### config.mk
export PLATFORM = sky130hd
export DESIGN_NAME = ethernet_vlan_ipv4_header_parser
export DESIGN_NICKNAME = d
export VERILOG_FILES = /design/src/design/evip_pkg.sv /design/src/design/ethernet_vlan_ipv4_header_parser.sv
export SDC_FILE = /design/constraint.sdc
export NUM_CORES = 1
export LEC_CHECK = 0
export BUFFER_PORTS_ARGS = -buffer_cell sky130_fd_sc_hd__buf_2
export CAP_MARGIN = 25
export CELL_PAD_IN_SITES_DETAIL_PLACEMENT = 0
export CELL_PAD_IN_SITES_GLOBAL_PLACEMENT = 1
export CORE_MARGIN = 5
export CORE_UTILIZATION = 42
export CTS_CLUSTER_DIAMETER = 200
export DETAILED_ROUTE_END_ITERATION = 8
export PLACE_DENSITY = 0.73
export SYNTH_ARGS = -nofsm -noshare
export SYNTH_HDL_FRONTEND = slang
export SYNTH_SLANG_ARGS = --single-unit
### constraint.sdc
create_clock -name clk -period 2.1 [get_ports clk]
set_input_delay 0.42 -clock clk [delete_from_list [all_inputs] [get_ports clk]]
set_output_delay 0.42 -clock clk [all_outputs]
set_load 0.02 [all_outputs]
### src/design/evip_pkg.sv
// Package: word types, phase encoding and constants for the Ethernet/VLAN/IPv4 header parser.
package evip_pkg;

    typedef struct packed {
        logic [7:0] frame_byte;
        logic       frame_last;
    } frame_word_t;

    typedef struct packed {
        logic [1:0] status;
        logic [3:0] ip_version;
        logic       options_present;
        logic [5:0] dscp_value;
    } result_word_t;

    typedef enum logic [6:0] {
        PH_MAC     = 7'b0000001,
        PH_TYPE_HI = 7'b0000010,
        PH_TYPE_LO = 7'b0000100,
        PH_TAG_TCI = 7'b0001000,
        PH_IP_HDR  = 7'b0010000,
        PH_IP_DONE = 7'b0100000,
        PH_NOT_IP  = 7'b1000000
    } phase_t;

    localparam logic [1:0] STATUS_NOT_IP    = 2'd0;
    localparam logic [1:0] STATUS_IPV4      = 2'd1;
    localparam logic [1:0] STATUS_TRUNCATED = 2'd2;

    localparam logic [15:0] TYPE_IPV4    = 16'h0800;
    localparam logic [15:0] TYPE_VLAN_Q  = 16'h8100;
    localparam logic [15:0] TYPE_VLAN_AD = 16'h88A8;

    localparam logic [4:0] MAC_BYTES  = 5'd12;
    localparam logic [4:0] TCI_BYTES  = 5'd2;
    localparam logic [4:0] IP_HDR_MIN = 5'd20;

endpackage

### src/design/ethernet_vlan_ipv4_header_parser.sv
// Top level: byte-stream Ethernet II parser with stacked VLAN tags and IPv4 header fields.
// Throughput: one frame word per cycle, unless a waiting result holds back a last word.
// A result word is valid once the last word of a frame has passed the input register
//   and then been loaded into the result register.
// A waiting result holds back only the last word of the next frame; other words advance.
// Reset: asynchronous, active low; clears all control state and starts in the MAC skip phase.
module ethernet_vlan_ipv4_header_parser (
    input  logic                   clk,
    input  logic                   rst_n,
    input  logic                   frame_valid,
    output logic                   frame_stall,
    input  evip_pkg::frame_word_t  frame_word,
    output logic                   result_valid,
    input  logic                   result_stall,
    output evip_pkg::result_word_t result_word
);
    import evip_pkg::*;

    logic         stage_valid_reg;
    logic         stage_valid_next;
    frame_word_t  stage_word_reg;
    logic         result_valid_reg;
    logic         result_valid_next;
    result_word_t result_word_reg;

    phase_t       phase_reg;
    phase_t       phase_next;
    logic [4:0]   count_reg;
    logic [4:0]   count_next;
    logic [7:0]   type_high_reg;
    logic [7:0]   type_high_next;
    logic [3:0]   version_reg;
    logic [3:0]   version_next;
    logic         options_reg;
    logic         options_next;
    logic [5:0]   dscp_reg;
    logic [5:0]   dscp_next;

    logic         out_free;
    logic         pipe_go;
    logic         out_load;
    logic [4:0]   count_inc;
    logic [15:0]  etype;
    logic [7:0]   b;
    logic [5:0]   ihl_bytes;
    result_word_t result_calc;

    assign b         = stage_word_reg.frame_byte;
    assign out_free  = !result_valid_reg || !result_stall;
    assign pipe_go   = stage_valid_reg && (!stage_word_reg.frame_last || out_free);
    assign out_load  = pipe_go && stage_word_reg.frame_last;
    assign count_inc = count_reg + 5'd1;
    assign etype     = {type_high_reg, b};
    assign ihl_bytes = {b[3:0], 2'b00};

    assign frame_stall  = stage_valid_reg && !pipe_go;
    assign result_valid = result_valid_reg;
    assign result_word  = result_word_reg;

    always_comb
    begin
        phase_next     = phase_reg;
        count_next     = count_reg;
        type_high_next = type_high_reg;
        version_next   = version_reg;
        options_next   = options_reg;
        dscp_next      = dscp_reg;
        case (phase_reg)
            PH_MAC:
            begin
                count_next = count_inc;
                if (count_inc >= MAC_BYTES)
                begin
                    phase_next = PH_TYPE_HI;
                    count_next = '0;
                end
            end
            PH_TYPE_HI:
            begin
                type_high_next = b;
                phase_next     = PH_TYPE_LO;
            end
            PH_TYPE_LO:
            begin
                count_next = '0;
                if (etype == TYPE_VLAN_Q || etype == TYPE_VLAN_AD)
                    phase_next = PH_TAG_TCI;
                else if (etype == TYPE_IPV4)
                    phase_next = PH_IP_HDR;
                else
                    phase_next = PH_NOT_IP;
            end
            PH_TAG_TCI:
            begin
                count_next = count_inc;
                if (count_inc >= TCI_BYTES)
                begin
                    phase_next = PH_TYPE_HI;
                    count_next = '0;
                end
            end
            PH_IP_HDR:
            begin
                if (count_reg == 5'd0)
                begin
                    version_next = b[7:4];
                    options_next = ihl_bytes > {1'b0, IP_HDR_MIN};
                end
                else if (count_reg == 5'd1)
                begin
                    dscp_next = b[7:2];
                end
                count_next = count_inc;
                if (count_inc >= IP_HDR_MIN)
                    phase_next = PH_IP_DONE;
            end
            PH_IP_DONE:
            begin
            end
            PH_NOT_IP:
            begin
            end
            default:
            begin
                phase_next = PH_NOT_IP;
            end
        endcase
    end

    always_comb
    begin
        result_calc = '0;
        if (phase_next == PH_IP_DONE)
        begin
            result_calc.status          = STATUS_IPV4;
            result_calc.ip_version      = version_next;
            result_calc.options_present = options_next;
            result_calc.dscp_value      = dscp_next;
        end
        else if (phase_next == PH_NOT_IP)
        begin
            result_calc.status = STATUS_NOT_IP;
        end
        else
        begin
            result_calc.status = STATUS_TRUNCATED;
        end
    end

    always_comb
    begin
        stage_valid_next = stage_valid_reg;
        if (!stage_valid_reg || pipe_go)
            stage_valid_next = frame_valid;
        result_valid_next = result_valid_reg;
        if (out_load)
            result_valid_next = 1'b1;
        else if (!result_stall)
            result_valid_next = 1'b0;
    end

    always_ff @(posedge clk or negedge rst_n)
    begin
        if (!rst_n)
        begin
            stage_valid_reg  <= 1'b0;
            result_valid_reg <= 1'b0;
            phase_reg        <= PH_MAC;
            count_reg        <= '0;
            type_high_reg    <= '0;
            version_reg      <= '0;
            options_reg      <= 1'b0;
            dscp_reg         <= '0;
        end
        else
        begin
            stage_valid_reg  <= stage_valid_next;
            result_valid_reg <= result_valid_next;
            if (pipe_go)
            begin
                if (stage_word_reg.frame_last)
                begin
                    phase_reg     <= PH_MAC;
                    count_reg     <= '0;
                    type_high_reg <= '0;
                    version_reg   <= '0;
                    options_reg   <= 1'b0;
                    dscp_reg      <= '0;
                end
                else
                begin
                    phase_reg     <= phase_next;
                    count_reg     <= count_next;
                    type_high_reg <= type_high_next;
                    version_reg   <= version_next;
                    options_reg   <= options_next;
                    dscp_reg      <= dscp_next;
                end
            end
        end
    end

    always_ff @(posedge clk)
    begin
        if (frame_valid && !frame_stall)
            stage_word_reg <= frame_word;
        if (out_load)
            result_word_reg <= result_calc;
    end

    a_frame_end_resets: assert property (@(posedge clk) disable iff (!rst_n)
        out_load |=> (phase_reg == PH_MAC && count_reg == 5'd0))
        else $error("parser not back in MAC phase after frame end");

    a_tag_count_bound: assert property (@(posedge clk) disable iff (!rst_n)
        (phase_reg == PH_TAG_TCI) |-> (count_reg < TCI_BYTES))
        else $error("tag byte count out of range");

    a_status_legal: assert property (@(posedge clk) disable iff (!rst_n)
        result_valid_reg |-> (result_word_reg.status != 2'd3))
        else $error("illegal status code");

    a_fields_zero_unless_ipv4: assert property (@(posedge clk) disable iff (!rst_n)
        (result_valid_reg && result_word_reg.status != STATUS_IPV4)
            |-> (result_word_reg.ip_version == 4'd0 && !result_word_reg.options_present
                 && result_word_reg.dscp_value == 6'd0))
        else $error("header fields set on non-IPv4 result");

    a_no_load_over_waiting: assert property (@(posedge clk) disable iff (!rst_n)
        (result_valid_reg && result_stall) |-> !out_load)
        else $error("result overwritten while stalled");

endmodule
## Word level (Yosys, flattened, before mapping)

Cells that the tools add are included.

- Register bits: 55
- Memories: 0
- ROM bits: 0
- Latch bits: 0
- Output and inout port bits: 15
- Bits in writable memories: 0
- Input port bits: 13

- Reduce and logical (&&, ||, !) cells: 20
- Add/sub/neg operators: 1
- Div/mod/pow operators: 0
- $lt $le $gt $ge: 4
- Bitwise operators: 0
- Muxes and demuxes: 26
- Equality and inequality tests: 14
- Shifts and indexed selects: 0
- $mul: 0

Operator list:

| kind | number |
|---|---|
| 7-bit 2-to-1 mux | 6 |
| 7-bit one-hot mux with 6 select lines | 1 |
| 16-bit equality test, second input constant | 2 |
| 6-bit 2-to-1 mux | 4 |
| 5-bit one-hot mux with 4 select lines | 1 |
| 16-bit by 12-bit equality test with 1-bit output, second input constant | 1 |
| 8-bit 2-to-1 mux | 2 |
| 5-bit 2-to-1 mux | 3 |
| 7-bit by 6-bit equality test with 1-bit output, second input constant | 2 |
| 7-bit equality test, second input constant | 2 |
| 4-bit 2-to-1 mux | 3 |
| 7-bit by 1-bit equality test with 1-bit output, second input constant | 1 |
| 7-bit by 2-bit equality test with 1-bit output, second input constant | 1 |
| 7-bit by 3-bit equality test with 1-bit output, second input constant | 1 |
| 7-bit by 4-bit equality test with 1-bit output, second input constant | 1 |
| 7-bit by 5-bit equality test with 1-bit output, second input constant | 1 |
| 6-bit by 5-bit greater-than comparator with 1-bit output, second input constant | 1 |
| 1-bit logical NOT | 6 |
| 5-bit by 1-bit adder with 5-bit output, second input constant | 1 |
| 5-bit by 1-bit equality test with 1-bit output, second input constant | 1 |
| 5-bit by 2-bit greater-or-equal comparator with 1-bit output, second input constant | 1 |
| 5-bit by 4-bit greater-or-equal comparator with 1-bit output, second input constant | 1 |
| 5-bit greater-or-equal comparator, second input constant | 1 |
| 5-bit logical NOT | 1 |
| other kinds (9) | 20 |

## Depth between registers and ports, before layout

- Depth after elaboration: 8
- Depth in mapped cells: 8
- Depth with buffers taken out: 7

## Worst setup path before layout

No wires, ideal clock.

- Path kind: reg-to-reg
- From: register count_reg[0]
- To: register count_reg[2]
- Stages on the path, launching flop included: 8
- Data arrival time: 1,973 ps
- Path slack: 62 ps
- Path through: dfrtp_1 > ha_1 > buf_2 > or2_1 > a2111oi_1 > o311ai_1 > nor3b_1 > a211o_1

- Cells in the longest elaborated chain, start to end: 5
- Elaborated cells on any way between the ends: 7
- Those cells by class: add/sub (1); order compare (2); mux (4)

Ends and longest elaborated chain:

| element | line | RTL |
|---|---|---|
| start: declaration | ethernet_vlan_ipv4_header_parser.sv:28 | `logic [4:0] count_reg;` |
| start signal: assignment | ethernet_vlan_ipv4_header_parser.sv:193 | `count_reg <= count_next;` |
| 5-bit by 1-bit adder with 5-bit output * | ethernet_vlan_ipv4_header_parser.sv:52 | `assign count_inc = count_reg + 5'd1;` |
| 5-bit by 2-bit greater-or-equal comparator with 1-bit output or 5-bit by 4-bit greater-or-equal comparator with 1-bit output (tied branches) | ethernet_vlan_ipv4_header_parser.sv:96, ethernet_vlan_ipv4_header_parser.sv:72 |  |
| 5-bit 2-to-1 mux, on equally long branches | ethernet_vlan_ipv4_header_parser.sv:96, ethernet_vlan_ipv4_header_parser.sv:72 |  |
| 5-bit one-hot mux with 4 select lines * | ethernet_vlan_ipv4_header_parser.sv:68 | `case (phase_reg)` |
| 5-bit 2-to-1 mux * | ethernet_vlan_ipv4_header_parser.sv:181 | `if (stage_word_reg.frame_last)` |

Every way passes the cells marked *; elsewhere a longest branch is shown, timed or not.
A chain may end at the register's enable or synchronous reset.

## Final worst setup path

- From: register count_reg[0]
- To: register result_word_reg (netlist bit result_word[6]), data pin

- Cells in the longest elaborated chain, start to end: 5
- Elaborated cells on any way between the ends: 12
- Those cells by class: add/sub (1); order compare (3); eq/ne (1); mux (6); reduce/logical (1)

Ends and longest elaborated chain:

| element | line | RTL |
|---|---|---|
| 5-bit by 1-bit adder with 5-bit output | ethernet_vlan_ipv4_header_parser.sv:52 |  |
| 5-bit greater-or-equal comparator, or another cell as far along | ethernet_vlan_ipv4_header_parser.sv:114 | `if (count_inc >= IP_HDR_MIN)` |
| 7-bit 2-to-1 mux, on equally long branches | ethernet_vlan_ipv4_header_parser.sv:114, ethernet_vlan_ipv4_header_parser.sv:72, ethernet_vlan_ipv4_header_parser.sv:96 |  |
| 7-bit one-hot mux with 6 select lines | ethernet_vlan_ipv4_header_parser.sv:68 |  |
| 7-bit by 6-bit equality test with 1-bit output | ethernet_vlan_ipv4_header_parser.sv:133 | `if (phase_next == PH_IP_DONE)` |
| end signal: assignment | ethernet_vlan_ipv4_header_parser.sv:208 | `result_word_reg <= result_calc;` |
| end: declaration | ethernet_vlan_ipv4_header_parser.sv:24 | `result_word_t result_word_reg;` |

Parallel ways exist; a longest one is shown, timed or not.

==> summary.md <==
| Metric | Value |
|---|---|
| Run status | `finished clean` |
| Initial antenna violation count | `0` |
| Area contributors post-synth | `dfrtp_1, edfxtp_1, a22o_1` |
| Fin Setup TNS | `0 ns` |
| Setup crit end kind | `flip-flop` |
| Routed wire length | `6415 µm` |
| Design area | `3288 µm²` |
| PwrDens | `863.0 nW/µm²` |
| Clk slew on worst S/H paths | `0.10 ns` |
| Avg Synthesized Cell Area | `10.69 µm²` |
| CTS tree | `built` |
| RePlAce Congestion | `0.8347` |
| Wire per inst | `16.71 µm` |
| CP max stage delay | `0.40 ns` |
| CTS Buf Count | `5` |
| DRT Pass-1 Iters | `4` |
| Worst Tran Pin Value | `0.8026 ns` |
| Multi-input logic area | `1286 µm²` |
| Number of global-route vias before repair | `2127` |
| Root buffer cell | `clkbuf_8` |
| Largest net degree at the start of global routing | `34` |
| CP delay by family, top | `compound AO/OA/AOI/OAI gates` |
| Worst min-delay path class | `primary input to asynchronous set/reset pin` |
| Fill cells | `592` |
| Critical Path RT | `2.17 ns` |
| Hold_ws | `0.1815 ns` |
| Placed instance area | `3167 µm²` |
| Reg2reg path depth | `6` |
| Gr usage total | `0.1570` |
| Final Setup Violations | `0` |
| Via total after detailed routing | `2176` |
| RSZ-0062 raised after global routing | `false` |
| Post-route minimum period | `1.953 ns` |
| GRT overflow | `0` |
| R2R Path Start | `count_reg[0]$_DFFE_PN0P_` |
| EDFF count, synth | `22` |
| Slew HR | `0.4649` |
| Register area | `1489 µm²` |
| Max clock buf depth | `2` |
| Max reg flops | `13` |
| Vias per Instance | `5.667` |
| Mux cell area share after synthesis | `0.02806` |
| Register area share after synthesis | `0.5213` |
| Largest family of logic cells by synthesized area | `simple AND/OR/NAND/NOR gates` |
| Synth Area in Compound Gates | `0.1727` |
| Signal arrival time at the worst endpoint | `2.03 ns` |
| Hold-fix buffers, CTS | `0` |
| Area share of the largest cell type after synthesis | `0.2806` |
| Commonest non-fill, non-tap cell in the layout | `dfrtp_1` |
| Pre-CTS setup slack | `0.02936 ns` |
| Most frequent cells in the layout | `dfrtp_1, buf_2, nor2_1` |
| Core area | `6719 µm²` |
| Simple-gate portion of the synthesized area | `0.2196` |
| Remaining DRCs | `0` |
| Post-synthesis adder-cell area fraction | `0.01315` |
| Final hold violations | `0` |
| Mapped Cells | `267` |
| Number of library cell types mapped by synthesis | `58` |
| Initial core utilization | `0.4248` |
| CTS HTree Levels | `2` |
| WS Path Type | `flip-flop to flip-flop` |
| Yosys Warn Count | `0` |
| Top cell type by total area after synthesis | `dfrtp_1` |
| Top FF cell, synth | `dfrtp_1` |
| Async set-reset flop share out of synthesis | `0.6000` |
| Worst Skew | `0.009849 ns` |
| DR iter-0 viols | `116` |
| First-pass GRT wire length | `10660 µm` |
| Diodes inserted | `0` |
| Area Growth Syn to Fin | `15.21%` |
| Die area | `8544 µm²` |
| R2r endpoint | `result_word[6]$_SDFFCE_PP0P_` |
| Max VDD drop | `264.5 µV` |
| Xor/xnor share of the synthesized area | `0.006138` |
| Clk sinks | `55` |
| Die outline height | `92.44 µm` |
| Final slew viol count | `0` |
| Layout cells sized above 1 | `0.2138` |
| P_leak | `1.417 nW` |
| Worst setup SP type | `flip-flop` |
| Max-cap violations | `0` |
| Syn nets | `283` |
| I/O pin cnt | `28` |
| Critical path buffers and inverters | `1` |
| R2R Setup Slk | `0.15 ns` |
| Row Count | `30` |
| Final setup margin | `0.1470 ns` |
| CP cell instances | `ha_1 -> or3_1 -> a32oi_1 -> o21a_1 -> buf_12 -> nor3_1` |
| Crit-path slowest cell | `dfrtp_1` |
| Fin crit share | `0.9300` |
| Cell Area, Synth | `2854 µm²` |
| Nets@finish | `319` |
| Register bit count reported by yosys | `55` |
| Die Wd | `92.44 µm` |
| Crit-path max FO | `12` |
| IO Port Bufs | `27` |
| Worst skew pair latency | `0.32 ns` |
| F_max | `512.0 MHz` |
| HPWL Detailed | `4609 µm` |
| Routed Antenna Nets | `0` |
## synthesized netlist by cell type, types with 2 or more instances
master	n
nand2_1	18
and4b_1	2
nor3b_1	4
nand4b_1	3
a21oi_1	8
ha_1	3
o31a_1	2
clkbuf_1	11
o21ai_0	8
or3_1	3
dfrtp_1	32
nand2b_1	5
a22oi_1	2
xor2_1	2
edfxtp_1	22
inv_1	9
a32oi_1	2
nor2_1	24
and2_1	2
nand4_1	5
mux2i_1	8
buf_2	5
nor2b_1	5
a211oi_1	3
nor4_1	4
a22o_1	16
a31oi_1	2
a21o_1	7
o31ai_1	3
a21boi_0	3
nor3_1	9
nand3_1	9
## metrics by stage
| step | power [W] | instances | util |
|---|---|---|---|
| 2_1_floorplan | 0.001967 | 267 | - |
| 3_3_place_gp | 0.002222 | 376 | 0.4713 |
| 3_5_place_dp | 0.002213 | 376 | 0.4713 |
| 4_1_cts | 0.002838 | 384 | 0.4853 |
| 5_1_grt | 0.003016 | 384 | 0.4894 |
| 6_report | 0.002838 | 384 | 0.4894 |
## logic make-up (layout without fill, tap and decap cells)
group / after synthesis / after routing
compound gates: 67 / 67
xor+xnor: 2 / 2
fa+ha+maj: 3 / 3
buf+inv: 26 / 63
flops: 55 / 55
mux: 8 / 8
simple gates: 106 / 106
## report_power, final
part	switching [W]	leakage, nW	internal, W
sequential	0.000127	0.660	0.00124
combinational	0.000485	0.715	0.000381
clock	0.000363	0.0418	0.000241
total	0.000975	1.42	0.00186
## timing repair
item / CTS / global route
gates resized for setup: 1 / 4
buffers inserted: 0 / 0
endpoints found under the setup margin: 1 / 3
## worst register-to-register path: stages, from the launching register on
cell     delay [ns]
dfrtp_1        0.40
ha_1           0.27
or3_1          0.32
a32oi_1        0.30
o21a_1         0.22
buf_12         0.14
nor3_1         0.06
## worst max path at each step
stage / start / to / slack [ns] / cells after the start
after floorplan: count_reg[0]$_DFFE_PN0P_ / count_reg[2]$_DFFE_PN0P_ / 0.06 / 7
after global placement: count_reg[0]$_DFFE_PN0P_ / count_reg[2]$_DFFE_PN0P_ / 0.15 / 6
after detailed placement: count_reg[0]$_DFFE_PN0P_ / count_reg[2]$_DFFE_PN0P_ / 0.03 / 6
after CTS: count_reg[0]$_DFFE_PN0P_ / count_reg[2]$_DFFE_PN0P_ / 0.06 / 6
after global routing: count_reg[0]$_DFFE_PN0P_ / count_reg[2]$_DFFE_PN0P_ / 0.03 / 7
final: count_reg[0]$_DFFE_PN0P_ / result_word[6]$_SDFFCE_PP0P_ / 0.15 / 6
## per-layer routing
metal  share of wire  wire length [µm]  global-route usage
met2            0.48              3064              0.2538
met4           0.012                75             0.04827
met5               0                 0                   0
met1            0.47              3031              0.2186
met3           0.038               244             0.02193
## area by class of cell
cell class | count | share of cell area
Sequential cell | 55 | 0.4528
Clock inverter | 2 | 0.004947
Multi-Input combinational cell | 186 | 0.3912
Clock buffer | 6 | 0.02207
Timing Repair Buffer | 46 | 0.08828
Inverter | 9 | 0.01027
Tap cell | 80 | 0.03044
Note: power is estimated with default switching activity, not from simulation.
